$ cat src/hdl/rmvs_pkg.sv
// Package for the running mean and variance statistics block.
// Holds the sequencer state type, the unit control struct and width constants; no dependencies.
package rmvs_pkg;

	localparam int unsigned TotalW = 64;
	localparam int unsigned DevW   = 64;
	localparam int unsigned StdW   = 31;

	typedef enum logic [6:0] {
		ST_IDLE = 7'b0000001,
		ST_DIV  = 7'b0000010,
		ST_MUL  = 7'b0000100,
		ST_ACC  = 7'b0001000,
		ST_VDIV = 7'b0010000,
		ST_SQRT = 7'b0100000,
		ST_OUT  = 7'b1000000
	} state_t;

	typedef struct packed {
		logic start;
		logic busy;
	} unit_ctl_t;

endpackage

$ cat src/hdl/rmvs_divider.sv
// Bit-serial restoring divider, one quotient bit per cycle.
// Depends on rmvs_pkg for the control struct.
module rmvs_divider #(
	parameter int unsigned NW = 64,
	parameter int unsigned DW = 48
) (
	input  logic               clk,
	input  logic               arst_n,
	input  rmvs_pkg::unit_ctl_t ctl_in,
	input  logic [NW-1:0]      numer,
	input  logic [DW-1:0]      denom,
	output logic [NW-1:0]      quot,
	output logic               done
);
	localparam int unsigned CW = $clog2(NW + 1);

	logic [NW-1:0] num_q;
	logic [DW:0]   rem_q;
	logic [DW-1:0] den_q;
	logic [CW-1:0] cnt_q;
	logic          run_q;
	logic [DW:0]   trial;
	logic [DW:0]   shifted;

	// Shift in the next numerator bit and try a subtract.
	assign shifted = {rem_q[DW-1:0], num_q[NW-1]};
	assign trial   = shifted - {1'b0, den_q};

	always_ff @(posedge clk or negedge arst_n) begin
		if (!arst_n) begin
			run_q <= 1'b0;
			cnt_q <= '0;
		end else if (ctl_in.start) begin
			run_q <= 1'b1;
			cnt_q <= CW'(NW);
		end else if (run_q) begin
			cnt_q <= cnt_q - 1'b1;
			if (cnt_q == CW'(1)) begin
				run_q <= 1'b0;
			end
		end
	end

	always_ff @(posedge clk) begin
		if (ctl_in.start) begin
			num_q <= numer;
			den_q <= denom;
			rem_q <= '0;
		end else if (run_q) begin
			if (!trial[DW]) begin
				rem_q <= trial;
				num_q <= {num_q[NW-2:0], 1'b1};
			end else begin
				rem_q <= shifted;
				num_q <= {num_q[NW-2:0], 1'b0};
			end
		end
	end

	assign quot = num_q;
	assign done = !run_q && !ctl_in.start && !ctl_in.busy;
endmodule

$ cat src/hdl/rmvs_sqrt.sv
// Digit-by-digit integer square root, two radicand bits per cycle.
// Depends on rmvs_pkg for the control struct.
module rmvs_sqrt (
	input  logic                clk,
	input  logic                arst_n,
	input  rmvs_pkg::unit_ctl_t ctl_in,
	input  logic [63:0]         radicand,
	output logic [31:0]         root,
	output logic                done
);
	logic [63:0] rad_q;
	logic [33:0] rem_q;
	logic [31:0] root_q;
	logic [5:0]  cnt_q;
	logic        run_q;
	logic [33:0] cur;
	logic [33:0] trial;

	// Bring down two bits and test against 4*root+1.
	assign cur   = {rem_q[31:0], rad_q[63:62]};
	assign trial = cur - {root_q, 2'b01};

	always_ff @(posedge clk or negedge arst_n) begin
		if (!arst_n) begin
			run_q <= 1'b0;
			cnt_q <= '0;
		end else if (ctl_in.start) begin
			run_q <= 1'b1;
			cnt_q <= 6'd32;
		end else if (run_q) begin
			cnt_q <= cnt_q - 1'b1;
			if (cnt_q == 6'd1) begin
				run_q <= 1'b0;
			end
		end
	end

	always_ff @(posedge clk) begin
		if (ctl_in.start) begin
			rad_q  <= radicand;
			rem_q  <= '0;
			root_q <= '0;
		end else if (run_q) begin
			rad_q <= {rad_q[61:0], 2'b00};
			if (!trial[33]) begin
				rem_q  <= trial;
				root_q <= {root_q[30:0], 1'b1};
			end else begin
				rem_q  <= cur;
				root_q <= {root_q[30:0], 1'b0};
			end
		end
	end

	assign root = root_q;
	assign done = !run_q && !ctl_in.start && !ctl_in.busy;
endmodule

$ cat src/hdl/rmvs_multiplier.sv
// Shift-and-add multiplier, one multiplier bit per cycle, unsigned.
// Depends on rmvs_pkg for the control struct.
module rmvs_multiplier #(
	parameter int unsigned AW = 49
) (
	input  logic                clk,
	input  logic                arst_n,
	input  rmvs_pkg::unit_ctl_t ctl_in,
	input  logic [AW-1:0]       op_a,
	input  logic [AW-1:0]       op_b,
	output logic [2*AW-1:0]     prod,
	output logic                done
);
	localparam int unsigned CW = $clog2(AW + 1);

	logic [2*AW-1:0] acc_q;
	logic [2*AW-1:0] mcand_q;
	logic [AW-1:0]   mplier_q;
	logic [CW-1:0]   cnt_q;
	logic            run_q;

	always_ff @(posedge clk or negedge arst_n) begin
		if (!arst_n) begin
			run_q <= 1'b0;
			cnt_q <= '0;
		end else if (ctl_in.start) begin
			run_q <= 1'b1;
			cnt_q <= CW'(AW);
		end else if (run_q) begin
			cnt_q <= cnt_q - 1'b1;
			if (cnt_q == CW'(1)) begin
				run_q <= 1'b0;
			end
		end
	end

	// Add the shifted multiplicand when the low multiplier bit is set.
	always_ff @(posedge clk) begin
		if (ctl_in.start) begin
			acc_q    <= '0;
			mcand_q  <= {{AW{1'b0}}, op_a};
			mplier_q <= op_b;
		end else if (run_q) begin
			if (mplier_q[0]) begin
				acc_q <= acc_q + mcand_q;
			end
			mcand_q  <= {mcand_q[2*AW-2:0], 1'b0};
			mplier_q <= {1'b0, mplier_q[AW-1:1]};
		end
	end

	assign prod = acc_q;
	assign done = !run_q && !ctl_in.start && !ctl_in.busy;
endmodule

$ cat src/hdl/running_mean_variance_stats.sv
// Running mean and variance statistics, top level (Welford update).
// Uses rmvs_pkg, rmvs_divider, rmvs_multiplier and rmvs_sqrt.
//
// Usage: one signed sample beat enters on the s_axis channel; after its
// update one result beat leaves on m_axis carrying count, min, max, total,
// mean, deviation sum, standard deviation and the sticky saturation flag.
// One sample is processed at a time. A sample passes through serial mean
// division (64-bit divider), serial deviation multiply, the accumulate
// state, serial variance division and square root, then the output
// state; the next sample is accepted once the sequencer is idle again.
// The first sample after reset skips the units and goes through the
// accumulate and output states only. The serial divider and multiplier
// work one bit per cycle.
// The result sits in an output register; the next sample is accepted as
// soon as the update finishes, even while that result still waits, and
// a second finished result waits for the first to be taken.
// Reset clears the count, the accumulators and the flag; the first
// sample after reset seeds min, max and mean.
module running_mean_variance_stats #(
	parameter int unsigned COUNT_BITS  = 32,
	parameter int unsigned SAMPLE_BITS = 32
) (
	input  logic         clk,
	input  logic         arst_n,
	input  logic         s_axis_tvalid,
	output logic         s_axis_tready,
	input  logic [31:0]  s_axis_tdata,   // [31:0] sample
	output logic         m_axis_tvalid,
	input  logic         m_axis_tready,
	// [31:0] sample_count, [63:32] minimum, [95:64] maximum,
	// [159:96] running_total, [191:160] mean, [254:192] deviation_sum,
	// [285:255] std_dev, [286] saturated, [287] zero
	output logic [287:0] m_axis_tdata
);
	localparam int unsigned SW = SAMPLE_BITS;
	localparam int unsigned DLW = SW + 2;  // delta / residual width, signed
	localparam int unsigned MW = DLW;      // magnitude width
	localparam logic [COUNT_BITS-1:0] CntMax = '1;
	localparam logic [63:0] DevMax = 64'h7FFF_FFFF_FFFF_FFFF;

	rmvs_pkg::state_t state_q;

	logic [COUNT_BITS-1:0] count_q;
	logic signed [SW-1:0]  min_q, max_q, mean_q, x_q;
	logic signed [63:0]    total_q;
	logic [63:0]           devsum_q;
	logic                  sat_q;
	logic signed [DLW-1:0] delta_q;
	logic [63:0]           std_q;
	logic                  ob_valid_q;
	logic [287:0]          ob_data_q;

	rmvs_pkg::unit_ctl_t div_ctl, mul_ctl, sqrt_ctl;
	logic        div_done, mul_done, sqrt_done;
	logic [63:0] div_num;
	logic [63:0] div_quot;
	logic [63:0] div_den;
	logic [2*MW-1:0] mul_prod;
	logic [31:0] sqrt_root;
	logic        busy_q;

	logic signed [SW-1:0] x_in;
	logic signed [63:0]   x_ext;
	logic signed [64:0]   total_sum;
	logic signed [DLW-1:0] mean_new, resid;
	logic [MW-1:0]        mag_a, mag_b;
	logic [63:0]          q_mag;
	logic [64:0]          dev_sum;
	logic                 prod_ovf;
	logic                 accept_in;

	assign x_in      = SW'(s_axis_tdata);
	assign accept_in = s_axis_tvalid && s_axis_tready;
	assign s_axis_tready = (state_q == rmvs_pkg::ST_IDLE);

	// Shared divider: mean step uses |delta|/count, variance uses devsum/(count-1).
	assign div_den = (state_q == rmvs_pkg::ST_DIV) ? 64'(count_q) : 64'(count_q - 1'b1);
	assign div_num = (state_q == rmvs_pkg::ST_DIV)
		? 64'(delta_q[DLW-1] ? -delta_q : delta_q) : devsum_q;

	rmvs_divider #(.NW(64), .DW(64)) u_div (
		.clk(clk), .arst_n(arst_n), .ctl_in(div_ctl),
		.numer(div_num), .denom(div_den), .quot(div_quot), .done(div_done));

	assign q_mag    = div_quot;
	assign mean_new = delta_q[DLW-1] ? DLW'(mean_q) - DLW'(q_mag) : DLW'(mean_q) + DLW'(q_mag);
	assign resid    = DLW'(x_q) - mean_new;
	assign mag_a    = delta_q[DLW-1] ? MW'(-delta_q) : MW'(delta_q);
	assign mag_b    = resid[DLW-1] ? MW'(-resid) : MW'(resid);

	rmvs_multiplier #(.AW(MW)) u_mul (
		.clk(clk), .arst_n(arst_n), .ctl_in(mul_ctl),
		.op_a(mag_a), .op_b(mag_b), .prod(mul_prod), .done(mul_done));

	rmvs_sqrt u_sqrt (
		.clk(clk), .arst_n(arst_n), .ctl_in(sqrt_ctl),
		.radicand(div_quot), .root(sqrt_root), .done(sqrt_done));

	// Saturation checks on the product and the deviation sum.
	always_comb begin
		prod_ovf = 1'b0;
		for (int i = 63; i < 2 * MW; i++) begin
			prod_ovf = prod_ovf | mul_prod[i];
		end
	end
	assign dev_sum = {1'b0, devsum_q} + {1'b0, 64'(mul_prod)};

	assign x_ext     = 64'(x_in);
	assign total_sum = {total_q[63], total_q} + {x_ext[63], x_ext};

	// Start pulses: one cycle on entry to each unit's state.
	assign div_ctl.start  = busy_q == 1'b0 &&
		(state_q == rmvs_pkg::ST_DIV || state_q == rmvs_pkg::ST_VDIV);
	assign div_ctl.busy   = 1'b0;
	assign mul_ctl.start  = busy_q == 1'b0 && state_q == rmvs_pkg::ST_MUL;
	assign mul_ctl.busy   = 1'b0;
	assign sqrt_ctl.start = busy_q == 1'b0 && state_q == rmvs_pkg::ST_SQRT;
	assign sqrt_ctl.busy  = 1'b0;

	// Sequencer and control state.
	always_ff @(posedge clk or negedge arst_n) begin
		if (!arst_n) begin
			state_q    <= rmvs_pkg::ST_IDLE;
			busy_q     <= 1'b0;
			count_q    <= '0;
			total_q    <= '0;
			devsum_q   <= '0;
			sat_q      <= 1'b0;
			ob_valid_q <= 1'b0;
		end else begin
			if (state_q == rmvs_pkg::ST_OUT && (!ob_valid_q || m_axis_tready)) begin
				ob_valid_q <= 1'b1;
			end else if (ob_valid_q && m_axis_tready) begin
				ob_valid_q <= 1'b0;
			end
			case (state_q)
				rmvs_pkg::ST_IDLE: begin
					if (accept_in) begin
						// Total always accumulates with clamping.
						if (total_sum[64] != total_sum[63]) begin
							total_q <= total_sum[64] ? {1'b1, 63'd0} : {1'b0, {63{1'b1}}};
						end else begin
							total_q <= total_sum[63:0];
						end
						// A clamped total or a held count sets the flag.
						if (total_sum[64] != total_sum[63] ||
							(count_q != '0 && count_q == CntMax)) begin
							sat_q <= 1'b1;
						end
						if (count_q == '0) begin
							count_q  <= COUNT_BITS'(1);
							devsum_q <= '0;
							state_q  <= rmvs_pkg::ST_ACC;
						end else begin
							if (count_q != CntMax) begin
								count_q <= count_q + 1'b1;
							end
							state_q <= rmvs_pkg::ST_DIV;
						end
					end
				end
				rmvs_pkg::ST_DIV: begin
					if (busy_q && div_done) begin
						busy_q  <= 1'b0;
						state_q <= rmvs_pkg::ST_MUL;
					end else begin
						busy_q <= 1'b1;
					end
				end
				rmvs_pkg::ST_MUL: begin
					if (busy_q && mul_done) begin
						busy_q <= 1'b0;
						if (prod_ovf || dev_sum[64] || dev_sum[63]) begin
							devsum_q <= DevMax;
							sat_q    <= 1'b1;
						end else begin
							devsum_q <= dev_sum[63:0];
						end
						state_q <= rmvs_pkg::ST_ACC;
					end else begin
						busy_q <= 1'b1;
					end
				end
				rmvs_pkg::ST_ACC: begin
					state_q <= (count_q >= COUNT_BITS'(2)) ? rmvs_pkg::ST_VDIV
						: rmvs_pkg::ST_OUT;
				end
				rmvs_pkg::ST_VDIV: begin
					if (busy_q && div_done) begin
						busy_q  <= 1'b0;
						state_q <= rmvs_pkg::ST_SQRT;
					end else begin
						busy_q <= 1'b1;
					end
				end
				rmvs_pkg::ST_SQRT: begin
					if (busy_q && sqrt_done) begin
						busy_q  <= 1'b0;
						state_q <= rmvs_pkg::ST_OUT;
					end else begin
						busy_q <= 1'b1;
					end
				end
				rmvs_pkg::ST_OUT: begin
					if (!ob_valid_q || m_axis_tready) begin
						state_q <= rmvs_pkg::ST_IDLE;
					end
				end
				default: state_q <= rmvs_pkg::ST_IDLE;
			endcase
		end
	end

	// Payload registers: sample, min, max, mean, delta, standard deviation and result beat.
	always_ff @(posedge clk) begin
		case (state_q)
			rmvs_pkg::ST_IDLE: begin
				if (accept_in) begin
					x_q     <= x_in;
					std_q   <= '0;
					delta_q <= DLW'(x_in) - DLW'(mean_q);
					if (count_q == '0) begin
						min_q  <= x_in;
						max_q  <= x_in;
						mean_q <= x_in;
					end else begin
						if (x_in < min_q) min_q <= x_in;
						if (x_in > max_q) max_q <= x_in;
					end
				end
			end
			rmvs_pkg::ST_MUL: begin
				if (busy_q && mul_done) begin
					mean_q <= SW'(mean_new);
				end
			end
			rmvs_pkg::ST_SQRT: begin
				if (busy_q && sqrt_done) begin
					std_q <= 64'(sqrt_root);
				end
			end
			rmvs_pkg::ST_OUT: begin
				if (!ob_valid_q || m_axis_tready) begin
					ob_data_q[31:0]    <= (COUNT_BITS > 32 && (count_q >> 32) != '0)
						? 32'hFFFF_FFFF : 32'(count_q);
					ob_data_q[63:32]   <= 32'(min_q);
					ob_data_q[95:64]   <= 32'(max_q);
					ob_data_q[159:96]  <= total_q;
					ob_data_q[191:160] <= 32'(mean_q);
					ob_data_q[254:192] <= devsum_q[62:0];
					ob_data_q[285:255] <= (std_q > 64'(32'h7FFF_FFFF))
						? 31'h7FFF_FFFF : std_q[30:0];
					ob_data_q[286]     <= sat_q;
					ob_data_q[287]     <= 1'b0;
				end
			end
			default: ;
		endcase
	end

	assign m_axis_tvalid = ob_valid_q;
	assign m_axis_tdata  = ob_data_q;
endmodule

$ cat config.mk
export PLATFORM = sky130hd
export DESIGN_NAME = running_mean_variance_stats
export DESIGN_NICKNAME = d
export VERILOG_FILES = /design/src/hdl/rmvs_pkg.sv /design/src/hdl/rmvs_divider.sv /design/src/hdl/rmvs_sqrt.sv /design/src/hdl/rmvs_multiplier.sv /design/src/hdl/running_mean_variance_stats.sv
export SDC_FILE = /design/constraint.sdc
export NUM_CORES = 2
export LEC_CHECK = 0
export BUFFER_PORTS_ARGS = -buffer_cell sky130_fd_sc_hd__buf_2
export CAP_MARGIN = 20
export CORE_MARGIN = 1
export CORE_UTILIZATION = 40
export CTS_BUF_LIST = sky130_fd_sc_hd__clkbuf_16
export DETAILED_ROUTE_END_ITERATION = 6
export PLACE_DENSITY = 0.68
export SLEW_MARGIN = 20
export SYNTH_ARGS = -nofsm -noshare
export SYNTH_HDL_FRONTEND = slang
export SYNTH_SLANG_ARGS = --single-unit
$ cat constraint.sdc
create_clock -name clk -period 35 [get_ports clk]
set_input_delay 5.25 -clock clk [delete_from_list [all_inputs] [get_ports clk]]
set_output_delay 5.25 -clock clk [all_outputs]
set_load 0.02 [all_outputs]
==> metrics.txt <==
Max rail drop VDD=approximately 0.090 mV; Multi-input gate area=~33000 um2; pwr dens=roughly 110 nW/um2; sequential area share after synthesis=0.468; Chip Width=approximately 400 um; WS Path Type=input port to flop; Core Region=about 160000 um2; Synth cell types=approximately 110; WP data arrival=about 10000 ps; largest cells by area after synthesis=edfxtp_1 32%, ha_1 8.6%, dfrtp_1 7.3%; fin crit share=0.278; first-pass GRT wire length=281000 um; FP Rows=approximately 150; initial antenna violation count=10; register area=~31000 um2; final critical-path required period=about 9700 ps; Final ANT Viol Nets=0; Yosys reg bits=between 1000 and 1500; Synth Flop Type=edfxtp_1; Synth Warn #=0; Die Ht=about 410 um; IO Count=roughly 330; Async SR Flop Fraction=0.170; outcome=complete, no violations; CTS tree=built; top-count cell post-synth=nand2_1; Vias/cell=5.52; 1st-iter DRT viols=around 4000; fmax=just over 0.1 GHz; Slew Viols, Final=0; # Post-CTS Setup Buffers=0; CP Capture Type=flop; post-route setup slack=around 25000 ps; Filler cells=15226; Placer Congestion=about 0.9; Clock Tree Buf Depth=3; Synth top area share=0.324; # Max-Cap Violations=0; Worst-Margin Slew=roughly 1100 ps; hold crit path type=flop to flop; wire length per cell=19.5 um; worst reg2reg startpoint=delta_q[32]$_DFFE_PP_; RSZ-0062 raised after global routing=false; EDFF count, synth=~710; final hold viol count=0; CTS sink cnt=1131; GRT overflow=0; number of CTS-inserted buffers=131; relative slew slack=0.279; full die area=roughly 170000 um2; CP startpoint kind=input port; Resize count post-CTS=0; via count=slightly above 50000; reg2reg setup slack=roughly 26000 ps; commonest cells in the netlist=830 x nand2_1, 709 x edfxtp_1, 582 x a21oi_1, 497 x o21ai_0, 475 x nor2_1; skew final=36.2 ps; Placement Setup Slack=~24000 ps; static leakage=0.0320 uW; PortBufs=between 300 and 400; drt drc=0; HP Start=min_q[28]$_DFFE_PP_; Worst EP required=around 36000 ps; Initial Util=0.403; GR Util All Layers=0.213; clk slew on worst S/H paths=roughly 70 ps; HPWL after DPL=about 130000 um; Post-Syn Area per Cell=approximately 9.7 um2; cell taking the most area after synthesis=edfxtp_1; CP startpoint=s_axis_tdata[31]; Max FO, Critical Path=between 40 and 50; Routed WL=approximately 180000 um; synthesized instance count=6746; largest net degree at the start of global routing=around 120; Root Driver=clkbuf_16; share of cells above drive strength 1=0.100; vias in the first global route=49502; Detailed Routing Iterations Pass 1=6; post-route setup TNS=0 ps; Clock Latency Late Sink=a little under 800 ps; Final nets=7480; H-Tree Level Count=4; area growth from synthesis to layout=12.6%; Post-Syn Nets=around 7200; hold buffers post-CTS=0; Cell Area, Synth=65700 um2; Final setup viols=0
==> registers in the layout, summed over array words and instances (netlist names), 33 cells and up <==
register,count
delta_q,33
devsum_q,64
m_axis_tdata,287
total_q,64
u_div.den_q,33
u_div.quot,64
u_div.rem_q,64
u_mul.mcand_q,68
u_mul.mplier_q,34
u_mul.prod,68
u_sqrt.rad_q,64
==> layout make-up <==
class,count,area share
tap,2175,0.0368
sequential,1131,0.415
clock buffer,134,0.0454
multi-input combinational,5038,0.445
timing repair buffer,378,0.0282
antenna,4,0.000135
inverter,304,0.0155
clock inverter,108,0.0139
==> worst max-delay path, stage by stage <==
cell and delay, ps:
buf_2 290, buf_4 490, ha_1 370, a21oi_1 250
o21ai_0 130, a21o_1 190, a21o_1 170, a21o_1 170
a21o_1 190, a211oi_1 360, o31ai_1 160, a21o_1 200
a21oi_1 290, o21ai_1 230, a211oi_2 220, buf_4 280
or2_2 240, nand2_2 520, o21ai_0 370
==> final timing paths <==
check / end / cells after the start
setup / recovery: total_q[31]$_DFFE_PN0P_ / 19
hold / removal: m_axis_tdata[60]$_DFFE_PP_ / 0
setup reg to reg: u_mul.mplier_q[27]$_DFFE_PP_ / 29
hold reg to reg: m_axis_tdata[60]$_DFFE_PP_ / 0
max in group asynchronous: total_q[63]$_DFFE_PN0P_ / 2
min in group asynchronous: devsum_q[60]$_DFFE_PN0P_ / 1
==> stage by stage <==
stage               cell area (um2)  hold WS [ps]  total power (uW)  std cells  utilization
floorplan                     65700           420              5560       6746            -
global placement              69500           431              6500       9024        0.427
detailed placement            69500           435              6600       9025        0.427
CTS                           73900           443              8040       9267        0.454
global route                  73900           447              8670       9268        0.454
finish                        73900           439              8060       9272        0.454
==> metal layers <==
layer / vias up / part of all wire / global-route usage / wire [um]
met4: 2 / 0.033 / 0.0757 / 6010
met1: 24637 / 0.45 / 0.289 / 81000
met3: 288 / 0.062 / 0.0340 / 11200
li1: 24720 / - / - / -
met5: - / 0.000072 / 0 / 13
met2: 1497 / 0.46 / 0.345 / 82600
==> power by group <==
part,total (uW),internal [uW],switching [uW],leakage (uW)
clock network,1390,802,592,0.00224
registers,2170,1850,325,0.0109
logic,4500,1810,2690,0.0189
total,8060,4460,3600,0.0320
==> cell usage in the layout (no fill, tap or decap), types with 56 or more instances in the layout <==
cell type / instances
nand2b_1: 91
nand3_1: 141
o21ai_0: 497
a21o_1: 299
xnor2_1: 281
o21bai_1: 60
clkbuf_16: 134
nor3_1: 112
nor2_1: 472
ha_1: 453
buf_2: 323
nor2b_1: 96
nand4_1: 56
a21oi_1: 581
a211oi_1: 56
nand2_1: 827
edfxtp_1: 709
xor2_1: 214
mux2i_1: 151
dfxtp_1: 230
dfrtp_1: 188
inv_1: 332
==> kinds of logic after synthesis <==
group / synth area share
compound gates: 0.173
xor+xnor: 0.0669
fa+ha+maj: 0.0891
simple gates: 0.146
mux: 0.0237
other cells: 0.0000571
buf+inv: 0.0335
flops: 0.468
No activity file was read; power rests on OpenSTA's default activity.
